===== config.mk =====
export PLATFORM = sky130hd
export DESIGN_NAME = lrp_fifo
export DESIGN_NICKNAME = d
export VERILOG_FILES = /design/src/hw/rtl/lrp_pkg.sv /design/src/hw/rtl/lrp_fifo.sv
export SDC_FILE = /design/constraint.sdc
export NUM_CORES = 1
export LEC_CHECK = 0
export ABC_AREA = 0
export ABC_CLOCK_PERIOD_IN_PS = 9300
export BUFFER_PORTS_ARGS = -buffer_cell sky130_fd_sc_hd__buf_2
export CORE_UTILIZATION = 55
export DETAILED_ROUTE_END_ITERATION = 8
export PLACE_DENSITY = 0.81
export REMOVE_ABC_BUFFERS = 1
export SLEW_MARGIN = 0
export SYNTH_ARGS = -nofsm -noshare
export SYNTH_HDL_FRONTEND = slang
export SYNTH_SLANG_ARGS = --single-unit

===== constraint.sdc =====
create_clock -name clk -period 9.3 [get_ports clk]
set_clock_uncertainty 0.05 [all_clocks]
set_input_delay 0 -clock clk [delete_from_list [all_inputs] [get_ports clk]]
set_output_delay 0 -clock clk [all_outputs]
set_load 0.05 [all_outputs]

===== src/hw/rtl/lrp_pkg.sv =====
// Shared types, constants and helpers for the lidar range-to-point block.
package lrp_pkg;

	localparam int RANGE_W    = 24;
	localparam int STR_W      = 16;
	localparam int COL_W      = 12;
	localparam int RING_W     = 7;
	localparam int COORD_W    = 25;
	localparam int TIME_W     = 32;
	localparam int TSTEP_W    = 20;
	localparam int ANG_CFG_W  = 16;
	localparam int RCOUNT_W   = 8;
	localparam int CFG_IDX_W  = 3;
	localparam int CFG_DATA_W = 24;
	localparam int TURN_W     = 32;
	localparam int IN_DATA_W  = 64;
	localparam int OUT_DATA_W = 136;

	// CORDIC datapath
	localparam int CORDIC_STEPS = 24;
	localparam int CW           = 34;
	localparam int TRIG_W       = 32;
	localparam int H_W          = 27;
	localparam int XY_W         = 29;
	localparam int QUEUE_DEPTH  = 4;
	localparam int QPTR_W       = 2;

	localparam logic signed [CW-1:0] CORDIC_GAIN  = 34'sd652032874;
	localparam logic signed [CW-1:0] QUARTER_TURN = 34'sd1073741824;
	localparam logic signed [CW-1:0] HALF_TURN    = 34'sd2147483648;
	localparam logic signed [CW-1:0] ROUND_HALF   = 34'sd536870912;

	localparam logic signed [CW-1:0] ATAN_TURN [CORDIC_STEPS] = '{
		34'sd536870912, 34'sd316933406, 34'sd167458907, 34'sd85004756,
		34'sd42667331,  34'sd21354465,  34'sd10679838,  34'sd5340245,
		34'sd2670163,   34'sd1335087,   34'sd667544,    34'sd333772,
		34'sd166886,    34'sd83443,     34'sd41722,     34'sd20861,
		34'sd10430,     34'sd5215,      34'sd2608,      34'sd1304,
		34'sd652,       34'sd326,       34'sd163,       34'sd81
	};

	localparam logic signed [XY_W-1:0] COORD_MAX = 29'sd16777215;
	localparam logic signed [XY_W-1:0] COORD_MIN = -29'sd16777216;

	typedef enum logic [CFG_IDX_W-1:0] {
		REG_RANGE_LO    = 3'd0,
		REG_RANGE_HI    = 3'd1,
		REG_YAW_START   = 3'd2,
		REG_YAW_STEP    = 3'd3,
		REG_PITCH_START = 3'd4,
		REG_PITCH_STEP  = 3'd5,
		REG_RING_COUNT  = 3'd6,
		REG_TIME_STEP   = 3'd7
	} cfg_reg_t;

	typedef struct packed {
		logic [RANGE_W-1:0]          range_lo;
		logic [RANGE_W-1:0]          range_hi;
		logic signed [ANG_CFG_W-1:0] yaw_start;
		logic signed [ANG_CFG_W-1:0] yaw_step;
		logic signed [ANG_CFG_W-1:0] pitch_start;
		logic signed [ANG_CFG_W-1:0] pitch_step;
		logic [RCOUNT_W-1:0]         ring_count;
		logic [TSTEP_W-1:0]          time_step;
	} cfg_t;

	// item handed from the front to the back through the queue
	typedef struct packed {
		logic [RANGE_W-1:0]       range_value;
		logic [STR_W-1:0]         strength;
		logic [RING_W-1:0]        ring_number;
		logic [TIME_W-1:0]        offset_time;
		logic signed [TURN_W-1:0] yaw_turn;
		logic signed [TURN_W-1:0] pitch_turn;
	} job_t;

	// payload riding along the CORDIC stages
	typedef struct packed {
		logic [RANGE_W-1:0] range_value;
		logic [STR_W-1:0]   strength;
		logic [RING_W-1:0]  ring_number;
		logic [TIME_W-1:0]  offset_time;
		logic               neg_yaw;
		logic               neg_pitch;
	} carry_t;

	// clamp a coordinate to the output range
	function automatic logic [COORD_W-1:0] sat_coord(input logic signed [XY_W-1:0] v);
		logic signed [XY_W-1:0] c;
		c = v;
		if (v > COORD_MAX) c = COORD_MAX;
		if (v < COORD_MIN) c = COORD_MIN;
		return c[COORD_W-1:0];
	endfunction

endpackage


===== src/hw/rtl/lrp_fifo.sv =====
// Short job queue between the front and the back.
module lrp_fifo (
	input  logic          clk,
	input  logic          arst_n,
	input  logic          wr_valid,
	output logic          wr_ready,
	input  lrp_pkg::job_t wr_job,
	output logic          rd_valid,
	input  logic          rd_ready,
	output lrp_pkg::job_t rd_job
);
	import lrp_pkg::*;

	job_t              mem [QUEUE_DEPTH];
	logic [QPTR_W-1:0] wr_ptr_q;
	logic [QPTR_W-1:0] rd_ptr_q;
	logic [QPTR_W:0]   count_q;
	logic              push;
	logic              pop;

	assign wr_ready = count_q != (QPTR_W + 1)'(QUEUE_DEPTH);
	assign rd_valid = count_q != '0;
	assign push     = wr_valid && wr_ready;
	assign pop      = rd_valid && rd_ready;
	assign rd_job   = mem[rd_ptr_q];

	// track pointers and fill level
	always_ff @(posedge clk or negedge arst_n) begin
		if (!arst_n) begin
			wr_ptr_q <= '0;
			rd_ptr_q <= '0;
			count_q  <= '0;
		end else begin
			if (push) wr_ptr_q <= wr_ptr_q + QPTR_W'(1);
			if (pop)  rd_ptr_q <= rd_ptr_q + QPTR_W'(1);
			if (push && !pop)      count_q <= count_q + (QPTR_W + 1)'(1);
			else if (pop && !push) count_q <= count_q - (QPTR_W + 1)'(1);
		end
	end

	// store an incoming item
	always_ff @(posedge clk) begin
		if (push) begin
			mem[wr_ptr_q] <= wr_job;
		end
	end

endmodule


==> metrics.md <==
| Metric | Value |
|---|---|
| Clk slew on worst S/H paths | 0.06 ns |
| Top-area cell type share of the netlist area | 0.8179 |
| Final Max Slew Viols | 0 |
| Via density | 5.536 |
| Synth area leader | edfxtp_1 |
| DRC viols | 0 |
| Die X | 197.4 µm |
| Area grow syn2layout | 24.75% |
| Setup crit start | rd_ptr_q[0] |
| Total CTS buffers | 55 |
| IO Pins | 292 |
| Hold Crit Class | primary input to flop |
| Slowest stage delay, CP | 0.81 ns |
| Synth area leaders | edfxtp_1 (82%), mux4_2 (15%), dfrtp_1 (0.83%) |
| Internal | 5701 µW |
| H-tree Lvls | 2 |
| CP arrival | 3.78 ns |
| Initial Util | 0.5589 |
| Number of synthesized flops with an enable pin | 572 |
| Fin Setup TNS | 0 ns |
| Sequential fraction of the synthesis area | 0.8262 |
| Count of non-filler cells in the finished layout | 1,818 |
| Cells after synthesis | 782 |
| R2r setup slk | 5.84 ns |
| Max FO, Critical Path | 47 |
| Number of fill cells | 2,236 |
| Post-Route WL | 42,100 µm |
| Yosys reg bits | 579 |
| Net Switching | 3632 µW |
| Min-delay src | wr_job[128] |
| Min Tclk post-route | 3.826 ns |
| Clk_lat worst skew | 0.59 ns |
| Post-DRT Antenna Nets | 0 |
| First-pass GRT wire length | 62,800 µm |
| GPL Wtd Cong | 0.7614 |
| WP depth | 4 |
| Slowest CP cell | dfrtp_4 |
| CP Class | flop to output pin |
| Max Root-Sink Buffers | 3 |
| Port bufs | 291 |
| Data required time at the worst endpoint | 9.25 ns |
| Top-count cell post-synth | edfxtp_1 |
| Iteration-0 DRC Markers | 674 |
| Clk pwr share | 0.226 |
| Placeable Area | 37,580 µm² |
| Switch share | 0.3891 |
| CP Launch Type | flop |
| Status | finished clean |
| Nets | 1,411 |
| CP endpoint | rd_job[133] |
| YS warnings | 0 |
| Final hold viol count | 0 |
| Static leakage | 0.009013 µW |
| Most common library cells after synthesis | edfxtp_1 (572), mux4_2 (143), buf_2 (17) |
| WL/cell | 23.16 µm |
| Combinational share of power | 0.383 |
| Die Y | 197.4 µm |
| CTS tree | yes |
| CP Capture Type | output pin |
| RSZ-0062 raised after global routing | false |
| Max-Cap Viols | 0 |
| Reg2reg start | count_q[0] |
| Seq pwr share | 0.391 |
| Period utilisation layout | 0.4114 |
| Synth Flop Type | edfxtp_1 |
| Ys async rst share | 0.01209 |
| CP most frequent cell | buf_4 |
| F_max | 261.4 MHz |
| Worst reg2reg endpoint | mem[1][134] |
| Power Dens Cells | 356.2 nW/µm² |
| Initial antenna violation count | 5 |
| Resized cells post-CTS | 0 |
| Multi-input logic area | 3451 µm² |
| Number of global-route vias before repair | 10,580 |
| Num rows | 71 |
| Layout cells sized above 1 | 0.4095 |
| Root buffer cell | clkbuf_16 |
| Gr usage total | 0.2202 |
| Final-report setup violation count | 0 |
| Clock Sinks | 579 |
| GRT overflow | 0 |
| Maximum number of pins on one net before global-route repair | 67 |
| Placed cell count | 1,565 |
| Reg area | 17,360 µm² |
| Vias | 10,070 |
| Synth Cell Area | 21,000 µm² |
| Buf/Inv on CP | 3 |
| Die ar. | 38,970 µm² |
| Critical path cell sequence | buf_4 > buf_4 > mux4_2 > buf_2 |
| Syn Area/Cell | 26.86 µm² |
| VDD IR-drop max | 0.2768 mV |
| Max-slew headroom | 0.3335 |
| Post-synth cell types | 20 |
| 1st-pass router iterations | 5 |
| CP top delay family | buffers and inverters |
| HPWL Detailed | 23,690 µm |
| Worst-margin pin slew | 0.9997 ns |
| Reg2Reg Depth | 5 |
-- worst min-delay path by stage --
stage                  endpoint  slack [ns]  depth (start not counted)
global placement     count_q[1]       -0.21                          1
global route         mem[2][57]        0.09                          2
CTS                  mem[2][10]        0.08                          2
floorplan            count_q[0]       -0.35                          0
finish              mem[3][128]        0.11                          2
detailed placement   count_q[2]       -0.21                          1
-- layout by cell type (no fill, tap or decap), drive strengths merged, types with 4 or more instances in the layout --
cell / Yosys / final
edfxtp: 572 / 572
buf: 26 / 304
dlygate4sd3: 0 / 147
mux4: 143 / 143
clkbuf: 6 / 68
clkinv: 0 / 30
dfrtp: 7 / 7
ha: 5 / 5
and2: 4 / 4
xnor2: 4 / 4
-- power by group through the flow --
| stage | clock (µW) | sequential, µW | combinational [µW] |
|---|---|---|---|
| 5_1_grt | 2250 | 3700 | 3730 |
| 4_1_cts | 2150 | 3660 | 3610 |
| 3_3_place_gp | 0 | 3670 | 3530 |
| 3_5_place_dp | 0 | 3710 | 3540 |
| 2_1_floorplan | 0 | 3870 | 2680 |
| 6_report | 2110 | 3650 | 3570 |
-- repair_timing --
item	CTS	global route
setup buffers	0	0
endpoints found under the setup margin	0	0
hold endpoints to repair	586	0
hold buffers	147	0
-- metal layers --
metal  vias up  GRT usage  part of all wire
li1       4359          -                 -
met1      5246     0.2940              0.40
met2       384     0.3487              0.49
met3        72    0.07188             0.085
met4         4    0.06776             0.025
met5         -          0           0.00064
-- registers in the layout, indices dropped and copies added (netlist names) --
| signal | count |
|---|---|
| rd_ptr_q | 2 |
| wr_ptr_q | 2 |
| count_q | 3 |
| mem | 572 |
-- final cells by class --
| type | count | area share |
|---|---|---|
| tap | 511 | 0.02440 |
| antenna | 3 | 0.0002865 |
| timing repair buffer | 451 | 0.1155 |
| multi-input combinational | 168 | 0.1317 |
| clock inverter | 35 | 0.009074 |
| clock buffer | 68 | 0.05602 |
| sequential | 579 | 0.6626 |
| inverter | 3 | 0.0004298 |
-- cell families after synthesis --
logic type,after synthesis,share of synthesized area
AND/OR/NAND/NOR,10,0.002443
buffers and inverters,35,0.009949
AO/OA/AOI/OAI,1,0.0005362
multiplexers,145,0.1544
flip-flops,579,0.8262
adder cells (fa/ha/maj),6,0.003932
XOR/XNOR,6,0.002502
-- through the flow --
stage / hold slack [ns] / utilization / area (µm²) / setup slack [ns] / power (µW)
3_3_place_gp: -0.2074 / 0.6125 / 23010 / 5.818 / 7199
3_5_place_dp: -0.2099 / 0.6125 / 23010 / 5.742 / 7249
6_report: 0.1120 / 0.6972 / 26200 / 5.474 / 9333
2_1_floorplan: -0.3456 / - / 20800 / 2.803 / 6550
5_1_grt: 0.09277 / 0.6971 / 26200 / 5.130 / 9676
4_1_cts: 0.07803 / 0.6970 / 26190 / 5.324 / 9413
-- worst register-to-register path, cell delays in order (launching register included) --
cell      delay [ns]
dfrtp_1         0.42
nor2_1          0.10
a21boi_2        0.33
and2_4          0.55
buf_4           0.91
buf_4           0.71
Note: power is estimated with default switching activity, not from simulation.
