[src/hw/rtl/lrp_pkg.sv]
// Shared types, constants and helpers for the lidar range-to-point block.
package lrp_pkg;

	localparam int RANGE_W    = 24;
	localparam int STR_W      = 16;
	localparam int COL_W      = 12;
	localparam int RING_W     = 7;
	localparam int COORD_W    = 25;
	localparam int TIME_W     = 32;
	localparam int TSTEP_W    = 20;
	localparam int ANG_CFG_W  = 16;
	localparam int RCOUNT_W   = 8;
	localparam int CFG_IDX_W  = 3;
	localparam int CFG_DATA_W = 24;
	localparam int TURN_W     = 32;
	localparam int IN_DATA_W  = 64;
	localparam int OUT_DATA_W = 136;

	// CORDIC datapath
	localparam int CORDIC_STEPS = 24;
	localparam int CW           = 34;
	localparam int TRIG_W       = 32;
	localparam int H_W          = 27;
	localparam int XY_W         = 29;
	localparam int QUEUE_DEPTH  = 4;
	localparam int QPTR_W       = 2;

	localparam logic signed [CW-1:0] CORDIC_GAIN  = 34'sd652032874;
	localparam logic signed [CW-1:0] QUARTER_TURN = 34'sd1073741824;
	localparam logic signed [CW-1:0] HALF_TURN    = 34'sd2147483648;
	localparam logic signed [CW-1:0] ROUND_HALF   = 34'sd536870912;

	localparam logic signed [CW-1:0] ATAN_TURN [CORDIC_STEPS] = '{
		34'sd536870912, 34'sd316933406, 34'sd167458907, 34'sd85004756,
		34'sd42667331,  34'sd21354465,  34'sd10679838,  34'sd5340245,
		34'sd2670163,   34'sd1335087,   34'sd667544,    34'sd333772,
		34'sd166886,    34'sd83443,     34'sd41722,     34'sd20861,
		34'sd10430,     34'sd5215,      34'sd2608,      34'sd1304,
		34'sd652,       34'sd326,       34'sd163,       34'sd81
	};

	localparam logic signed [XY_W-1:0] COORD_MAX = 29'sd16777215;
	localparam logic signed [XY_W-1:0] COORD_MIN = -29'sd16777216;

	typedef enum logic [CFG_IDX_W-1:0] {
		REG_RANGE_LO    = 3'd0,
		REG_RANGE_HI    = 3'd1,
		REG_YAW_START   = 3'd2,
		REG_YAW_STEP    = 3'd3,
		REG_PITCH_START = 3'd4,
		REG_PITCH_STEP  = 3'd5,
		REG_RING_COUNT  = 3'd6,
		REG_TIME_STEP   = 3'd7
	} cfg_reg_t;

	typedef struct packed {
		logic [RANGE_W-1:0]          range_lo;
		logic [RANGE_W-1:0]          range_hi;
		logic signed [ANG_CFG_W-1:0] yaw_start;
		logic signed [ANG_CFG_W-1:0] yaw_step;
		logic signed [ANG_CFG_W-1:0] pitch_start;
		logic signed [ANG_CFG_W-1:0] pitch_step;
		logic [RCOUNT_W-1:0]         ring_count;
		logic [TSTEP_W-1:0]          time_step;
	} cfg_t;

	// item handed from the front to the back through the queue
	typedef struct packed {
		logic [RANGE_W-1:0]       range_value;
		logic [STR_W-1:0]         strength;
		logic [RING_W-1:0]        ring_number;
		logic [TIME_W-1:0]        offset_time;
		logic signed [TURN_W-1:0] yaw_turn;
		logic signed [TURN_W-1:0] pitch_turn;
	} job_t;

	// payload riding along the CORDIC stages
	typedef struct packed {
		logic [RANGE_W-1:0] range_value;
		logic [STR_W-1:0]   strength;
		logic [RING_W-1:0]  ring_number;
		logic [TIME_W-1:0]  offset_time;
		logic               neg_yaw;
		logic               neg_pitch;
	} carry_t;

	// clamp a coordinate to the output range
	function automatic logic [COORD_W-1:0] sat_coord(input logic signed [XY_W-1:0] v);
		logic signed [XY_W-1:0] c;
		c = v;
		if (v > COORD_MAX) c = COORD_MAX;
		if (v < COORD_MIN) c = COORD_MIN;
		return c[COORD_W-1:0];
	endfunction

endpackage

[src/hw/rtl/lrp_front.sv]
// Front part: gates returns, forms binary angles, ring number and time offset.
module lrp_front #(
	parameter int MAX_COLUMNS = 4096,
	parameter int MAX_RINGS   = 128,
	parameter int ANGLE_BITS  = 16
) (
	input  logic                         clk,
	input  logic                         arst_n,
	input  lrp_pkg::cfg_t                cfg,
	input  logic                         in_valid,
	output logic                         in_ready,
	input  logic [lrp_pkg::RANGE_W-1:0]  range_value,
	input  logic [lrp_pkg::STR_W-1:0]    echo_strength,
	input  logic [lrp_pkg::COL_W-1:0]    column_index,
	input  logic [lrp_pkg::RING_W-1:0]   ring_index,
	output logic                         job_valid,
	input  logic                         job_ready,
	output lrp_pkg::job_t                job
);
	import lrp_pkg::*;

	localparam int CNT_W  = ($clog2(MAX_RINGS + 1) > RCOUNT_W) ? $clog2(MAX_RINGS + 1) : RCOUNT_W;
	localparam int COLC_W = ($clog2(MAX_COLUMNS + 1) > COL_W) ? $clog2(MAX_COLUMNS + 1)
		: COL_W + 1;
	localparam int PAD_W  = TURN_W - ANGLE_BITS;

	logic [CNT_W-1:0]         count;
	logic [CNT_W-1:0]         rc_ext;
	logic                     keep;
	logic signed [TURN_W-1:0] col_s;
	logic signed [TURN_W-1:0] ring_s;
	logic signed [TURN_W-1:0] yaw_full;
	logic signed [TURN_W-1:0] pitch_full;
	job_t                     job_d;
	logic                     v_s1;
	job_t                     job_s1;

	// classify the return and build its job
	always_comb begin
		rc_ext = CNT_W'(cfg.ring_count);
		count  = (rc_ext > CNT_W'(MAX_RINGS)) ? CNT_W'(MAX_RINGS) : rc_ext;
		keep   = (cfg.range_lo < range_value) && (range_value < cfg.range_hi)
			&& (CNT_W'(ring_index) < count)
			&& (COLC_W'(column_index) < COLC_W'(MAX_COLUMNS));
		col_s      = TURN_W'(column_index);
		ring_s     = TURN_W'(ring_index);
		yaw_full   = TURN_W'(cfg.yaw_start) + col_s * TURN_W'(cfg.yaw_step);
		pitch_full = TURN_W'(cfg.pitch_start) + ring_s * TURN_W'(cfg.pitch_step);
		job_d.range_value = range_value;
		job_d.strength    = echo_strength;
		job_d.ring_number = RING_W'(count - CNT_W'(1) - CNT_W'(ring_index));
		job_d.offset_time = TIME_W'(TIME_W'(column_index) * TIME_W'(cfg.time_step));
		job_d.yaw_turn    = {yaw_full[ANGLE_BITS-1:0], {PAD_W{1'b0}}};
		job_d.pitch_turn  = {pitch_full[ANGLE_BITS-1:0], {PAD_W{1'b0}}};
	end

	assign in_ready  = !v_s1 || job_ready;
	assign job_valid = v_s1;
	assign job       = job_s1;

	// hold or advance the front stage; drop returns that give no point
	always_ff @(posedge clk or negedge arst_n) begin
		if (!arst_n) begin
			v_s1 <= 1'b0;
		end else if (in_ready) begin
			v_s1 <= in_valid && keep;
		end
	end

	always_ff @(posedge clk) begin
		if (in_ready && in_valid) begin
			job_s1 <= job_d;
		end
	end

endmodule

[config.mk]
export PLATFORM = sky130hd
export DESIGN_NAME = lrp_front
export DESIGN_NICKNAME = d
export VERILOG_FILES = /design/src/hw/rtl/lrp_pkg.sv /design/src/hw/rtl/lrp_front.sv
export SDC_FILE = /design/constraint.sdc
export NUM_CORES = 1
export LEC_CHECK = 0
export ABC_AREA = 1
export BUFFER_PORTS_ARGS = -buffer_cell sky130_fd_sc_hd__buf_2
export CORE_MARGIN = 10
export CORE_UTILIZATION = 47
export CTS_CLUSTER_DIAMETER = 120
export DETAILED_ROUTE_END_ITERATION = 10
export GPL_TIMING_DRIVEN = 0
export PLACE_DENSITY = 0.76
export SLEW_MARGIN = 30
export SYNTH_ARGS = -nofsm -noshare
export SYNTH_HDL_FRONTEND = slang
export SYNTH_SLANG_ARGS = --single-unit
export TNS_END_PERCENT = 100
[constraint.sdc]
create_clock -name clk -period 11.2 [get_ports clk]
set_input_delay 1.68 -clock clk [delete_from_list [all_inputs] [get_ports clk]]
set_output_delay 1.68 -clock clk [all_outputs]
set_load 0.005 [all_outputs]
==> qor.csv, run 1 <==
metric,value,unit
Core Rows,76,
core area,0.0433,sq mm
dpl cells,3450,
grt ovf,0,
Final ANT Viol Nets,0,
Netlist cell types,47,
Setup Skew,0.0162,ns
outcome,completed,
post-DP HPWL,46.7,mm
fill cell count,4058,
Synth Instances,2525,
crit share post-route,66.9,%
Max IR drop VDD,265,uV
final wirelength,55.4,mm
wl on met1,21.3,mm
total CTS buffers,9,
R2R depth,8,
FMAX,134,MHz
Max Cap Viol,0,
Starting DRT DRC Count,920,
Crit. End Element,flip-flop,
crit path time final,7.49,ns
Max Slew Vio Count,0,
die height,230,um
clk_lat worst skew,0.40,ns
CP peak stage delay,0.65,ns
Setup TNS,0,ns
Rel. slew slack,38.9,%
via count,16800,
area added between synthesis and finish,13.6,%
layout cells sized above 1,13.7,%
final setup margin,3.71,ns
Worst-Margin Slew,0.917,ns
Hold Path Origin,job_valid$_DFFE_PN0N_,
Max clock buf depth,2,
"Req. time, crit path",11.36,ns
IO Pins,348,
I/O Buffers,303,
Synth Register Bits,112,
placed standard-cell area,0.0232,sq mm
CP Max Fanout,10,
Leak,13.9,nW
DR top layer,met5,
"most common cell after layout, fill and taps aside",inv_1,
# DRC,0,
WS Path Type,input pin to flip-flop,
final core occ,54.3,%
critical path depth,23,
Syn Std Cell Area,0.0207,sq mm
Crit-path slowest cell,buf_1,
via count of the first global-routing pass,17400,
WP buf/inv,9,
H-tree depth,3,
Critical R2R Launch,job_valid$_DFFE_PN0N_,
Final Non-Filler Cells,3472,
final net count,3622,
CTS Sinks,112,
largest net degree at the start of global routing,23,
root buffer cell,clkbuf_16,
pre-CTS setup slack,3.32,ns
syn_area_per_cell,8.19,sq um
Power per Cell Area,248,mW/mm^2
drt pass-1 iters,5,
width of the die,230,um
first-pass GRT wire length,89.7,mm
Total GRT Usage,21.3,%
Tightest Hold Check Type,flip-flop to flip-flop,
Routed wire per std cell,16.0,um
sequence of cells on the critical path,"buf_2, clkbuf_1, buf_1, nand2_1, fa_1, fa_1, inv_1, fa_1, inv_1, fa_1, inv_1, fa_1, inv_1, fa_1, inv_1, ha_1, nand2_1, nor2_1, nand4_1, o21ai_0, inv_1, nand2_1, nand2_1",
Post-CTS Hold Fix Bufs,0,
DR WL met3,5.12,mm
CP startpoint,column_index[7],
"commonest non-fill, non-tap cells in the layout","757 x inv_1, 652 x nand2_1, 336 x fa_1, 314 x buf_2, 207 x ha_1",
global placement routability congestion,0.941,
TritonCTS clock tree,yes,
register area share after synthesis,16.2,%
Initial Util,47.8,%
Worst setup SP type,input pin,
setup violators final,0,
critical path data arrival time,7.65,ns
post-CTS setup buffers,0,
final design area excluding fillers,0.0235,sq mm
cts repair resizes,0,
Clock transition at path regs,0.09,ns
final hold violation count,0,
vias per cell,4.85,
initial antenna violation count,6,
family with the most delay on the worst path,adder cells,
unrepaired setup endpoints after global routing,false,
YS warnings,0,
hold depth,2,
Detail Route met2 WL,27.2,mm
DIE AREA,0.0528,sq mm
==> worst paths after layout <==
kind | end | slack [ns]
min | job_valid$_DFFE_PN0N_ | 0.72
min in group asynchronous | job_valid$_DFFE_PN0N_ | 1.04
max in group asynchronous | job_valid$_DFFE_PN0N_ | 10.08
min reg2reg | job_valid$_DFFE_PN0N_ | 0.72
max | job[63]$_DFFE_PP_ | 3.71
max reg2reg | job_valid$_DFFE_PN0N_ | 9.34
==> power breakdown <==
group | leakage, nW | internal (W) | switching [W]
logic | 12.6 | 0.00180 | 0.00284
registers | 1.09 | 0.000817 | 0.0000244
clock network | 0.150 | 0.000161 | 0.000187
total | 13.9 | 0.00278 | 0.00305
==> kinds of logic (layout without fill, tap and decap cells) <==
group	Yosys count	in the layout	share of synthesized area, %
compound gates	145	145	4.11
xor+xnor	69	69	2.96
fa+ha+maj	543	543	45.1
buf+inv	875	1200	16.6
flops	112	112	16.2
other cells	1	38	0.0181
simple gates	780	780	15.0
==> synth_stat cells, drive strengths merged <==
master	instances	area (sq um)
a211oi	2	15.0
a21boi	3	22.5
a21o	7	52.6
a21oi	74	374
a221oi	1	8.76
a31oi	9	56.3
buf	54	352
clkbuf	58	218
conb	1	3.75
dfrtp	1	25.0
edfxtp	111	3330
fa	336	6730
ha	207	2590
inv	763	2860
nand2	654	2460
nand3	52	265
nand3b	6	48.8
nand4	12	75.1
nor2	43	161
nor3	10	75.1
nor4	1	6.26
o2111ai	2	17.5
o211a	1	10.0
o21a	6	45.0
o21ai	27	139
o21bai	8	60.1
o221a	1	11.3
o221ai	1	8.76
o311ai	1	8.76
o31ai	2	20.0
or2	1	6.26
or3	1	6.26
xnor2	26	235
xor2	43	377
==> metrics by stage <==
stage | hold WS [ns] | total power [W]
2_1_floorplan | 0.529 | 0.00428
3_3_place_gp | 0.647 | 0.00545
3_5_place_dp | 0.728 | 0.00549
4_1_cts | 0.747 | 0.00588
5_1_grt | 0.766 | 0.00655
6_report | 0.719 | 0.00583
==> metal layers <==
| metal | up-vias | GRT usage, % |
|---|---|---|
| li1 | 7994 | - |
| met3 | 103 | 6.03 |
| met1 | 8035 | 24.7 |
| met2 | 695 | 37.2 |
| met4 | 2 | 6.93 |
| met5 | - | 0 |
==> sequential cells by signal, indices dropped and copies added (netlist names) <==
register and count:
job 111, job_valid 1
==> layout make-up <==
type	count	area (sq um)	area share, %
antenna	6	15.0	0.0639
clock buffer	9	225	0.959
multi-input combinational	1569	14000	59.7
timing repair buffer	309	1630	6.95
buffer	112	569	2.42
inverter	763	2860	12.2
tap	585	732	3.12
sequential	112	3360	14.3
clock inverter	7	76.3	0.325
==> worst reg2reg max path: cells and delay by family (launching register included) <==
kind,cells,cell delay (ns)
simple gates,5,0.50
compound gates,2,0.60
buf+inv,1,0.27
flops,1,0.43
No activity file was read; power rests on OpenSTA's default activity.
==> run 2: changes to the inputs <==
clock period = 7.7 ns   (was 11.2 ns; I/O delays follow)
==> run 2 against run 1 <==
First-iteration DRC count is 16% higher. Critical path type unchanged. Non-clock buffer count stayed put. Largest cell class unchanged. Highest routed layer unchanged. Register-to-register slack worse by 3.6 ns.
==> qor.csv, run 2 (synthesis results as in run 1) <==
metric,value,unit,change
outcome,completed,,unchanged
I/O Buffers,303,,unchanged
final design area excluding fillers,0.0235,sq mm,about the same
Clock power frac,5.9,%,was 6.0%
Switching Fraction,52.3,%,was 52.4%
sequence of cells on the critical path,"buf_2, clkbuf_1, buf_1, nand2_1, fa_1, fa_1, inv_1, fa_1, inv_1, fa_1, inv_1, fa_1, inv_1, fa_1, inv_1, ha_1, nand2_1, nor2_1, nand4_1, o21ai_0, inv_1, nand2_1, nand2_1",,unchanged
cts repair resizes,0,,unchanged
initial antenna violation count,10,,was 6
Routed wire per std cell,16.3,um,was 16.0 um
post-CTS setup buffers,0,,unchanged
Leak,13.9,nW,about the same
placed standard-cell area,0.0232,sq mm,about the same
Tightest Hold Check Type,input pin to async pin,,was flip-flop to flip-flop
vias per cell,4.87,,was 4.85
setup violators final,0,,unchanged
TritonCTS clock tree,yes,,unchanged
Critical R2R Launch,job_valid$_DFFE_PN0N_,,unchanged
CP Max Fanout,10,,unchanged
final wirelength,56.5,mm,was 55.4 mm
drt pass-1 iters,5,,unchanged
"Req. time, crit path",7.86,ns,was 11.36 ns
Post-CTS Hold Fix Bufs,0,,unchanged
first-pass GRT wire length,91.4,mm,was 89.7 mm
number of flip-flops in the largest register,111,,unchanged
largest net degree at the start of global routing,23,,unchanged
area added between synthesis and finish,13.6,%,about the same
core area,0.0433,sq mm,unchanged
Power per Cell Area,360,mW/mm^2,was 248 mW/mm^2
Max IR drop VDD,440,uV,was 265 uV
crit path time final,7.05,ns,
Max Cap Viol,0,,unchanged
critical path data arrival time,7.21,ns,was 7.65 ns
die height,230,um,unchanged
Net Switching,0.00442,W,was 0.00305 W
Max Slew Vio Count,0,,unchanged
grt ovf,0,,unchanged
WP buf/inv,9,,unchanged
layout cells sized above 1,13.7,%,unchanged
Rel. slew slack,37.7,%,was 38.9%
Crit. End Element,flip-flop,,unchanged
family with the most delay on the worst path,adder cells,,unchanged
CP peak stage delay,0.68,ns,was 0.65 ns
IO Pins,348,,unchanged
total CTS buffers,9,,unchanged
# DRC,0,,unchanged
P_int,0.00404,W,was 0.00278 W
Total GRT Usage,21.8,%,was 21.3%
Crit-path slowest cell,buf_1,,unchanged
H-tree depth,3,,unchanged
Final ANT Viol Nets,0,,unchanged
WS Path Type,input pin to flip-flop,,unchanged
Comb power frac,79.6,%,about the same
CP startpoint,column_index[7],,unchanged
CTS Sinks,112,,unchanged
Core Rows,76,,unchanged
Setup Skew,0.0110,ns,was 0.0162 ns
final hold violation count,0,,unchanged
Overall Power,0.00846,W,was 0.00583 W
FMAX,142,MHz,
"most common cell after layout, fill and taps aside",inv_1,,unchanged
clk_lat worst skew,0.39,ns,was 0.40 ns
Max clock buf depth,2,,unchanged
global placement routability congestion,0.953,,was 0.941
Initial Util,47.8,%,unchanged
Worst setup SP type,input pin,,unchanged
Flop pwr share,14.5,%,was 14.4%
final net count,3622,,unchanged
Worst-Margin Slew,0.934,ns,was 0.917 ns
via count of the first global-routing pass,17700,,was 17400
root buffer cell,clkbuf_16,,unchanged
DIE AREA,0.0528,sq mm,unchanged
Clock transition at path regs,0.09,ns,about the same
unrepaired setup endpoints after global routing,false,,unchanged
critical path depth,23,,unchanged
crit share post-route,91.6,%,
via count,16900,,was 16800
post-DP HPWL,47.9,mm,was 46.7 mm
width of the die,230,um,unchanged
"commonest non-fill, non-tap cells in the layout","757 x inv_1, 652 x nand2_1, 336 x fa_1, 314 x buf_2, 207 x ha_1",,unchanged
Starting DRT DRC Count,1070,,was 920
R2R depth,5,,was 8
run 2: path summary, 6_finish.rpt:
kind | endpoint | slack [ns]
max | job[63]$_DFFE_PP_ | 0.65
min | job_valid$_DFFE_PN0N_ | 0.52
max reg2reg | job[52]$_DFFE_PP_ | 5.69
min reg2reg | job_valid$_DFFE_PN0N_ | 0.62
max in group asynchronous | job_valid$_DFFE_PN0N_ | 7.10
min in group clk | job_valid$_DFFE_PN0N_ | 0.62
run 2: layout make-up:
cell class / instances / area [sq um]
fillers: 4077 / 19800
multi-input cells: 1569 / 14000
flip-flops and latches: 112 / 3360
inverters: 763 / 2860
repair buffers: 309 / 1620
well taps: 585 / 732
plain buffers: 112 / 569
clock buffers: 9 / 225
clock inverters: 7 / 86.3
diodes: 5 / 12.5
run 2: power by group through the flow:
| stage | registers [W] | logic, W | clock network [W] |
|---|---|---|---|
| 2_1_floorplan | 0.00128 | 0.00494 | 0 |
| 3_3_place_gp | 0.00125 | 0.00666 | 0 |
| 3_5_place_dp | 0.00124 | 0.00677 | 0 |
| 4_1_cts | 0.00123 | 0.00681 | 0.000525 |
| 5_1_grt | 0.00124 | 0.00778 | 0.000541 |
| 6_report | 0.00123 | 0.00674 | 0.000499 |
run 2: metrics by stage:
step	utilization (%)	hold slack, ns	TNS [ns]	setup WS, ns	instances
6_report	54.3	0.520	0	0.649	3471
5_1_grt	54.3	0.490	0	0.343	3469
4_1_cts	54.2	0.492	0	0.750	3466
3_5_place_dp	53.5	0.595	0	0.324	3450
3_3_place_gp	53.3	0.509	-267.34	-2.90	3444
2_1_floorplan	-	0.535	0	0.392	2556
run 2: worst reg2reg max path: stages, from the launching register on:
cell and delay, ns:
dfrtp_1 0.43, a21boi_4 0.41, buf_16 0.22, buf_8 0.20
buf_8 0.22, buf_8 0.22
run 2: routing by layer:
metal	track usage [%]	share of wire, %
met5	0	0.048
met4	8.57	3.5
met3	4.95	8.9
met2	37.9	49
met1	25.7	38
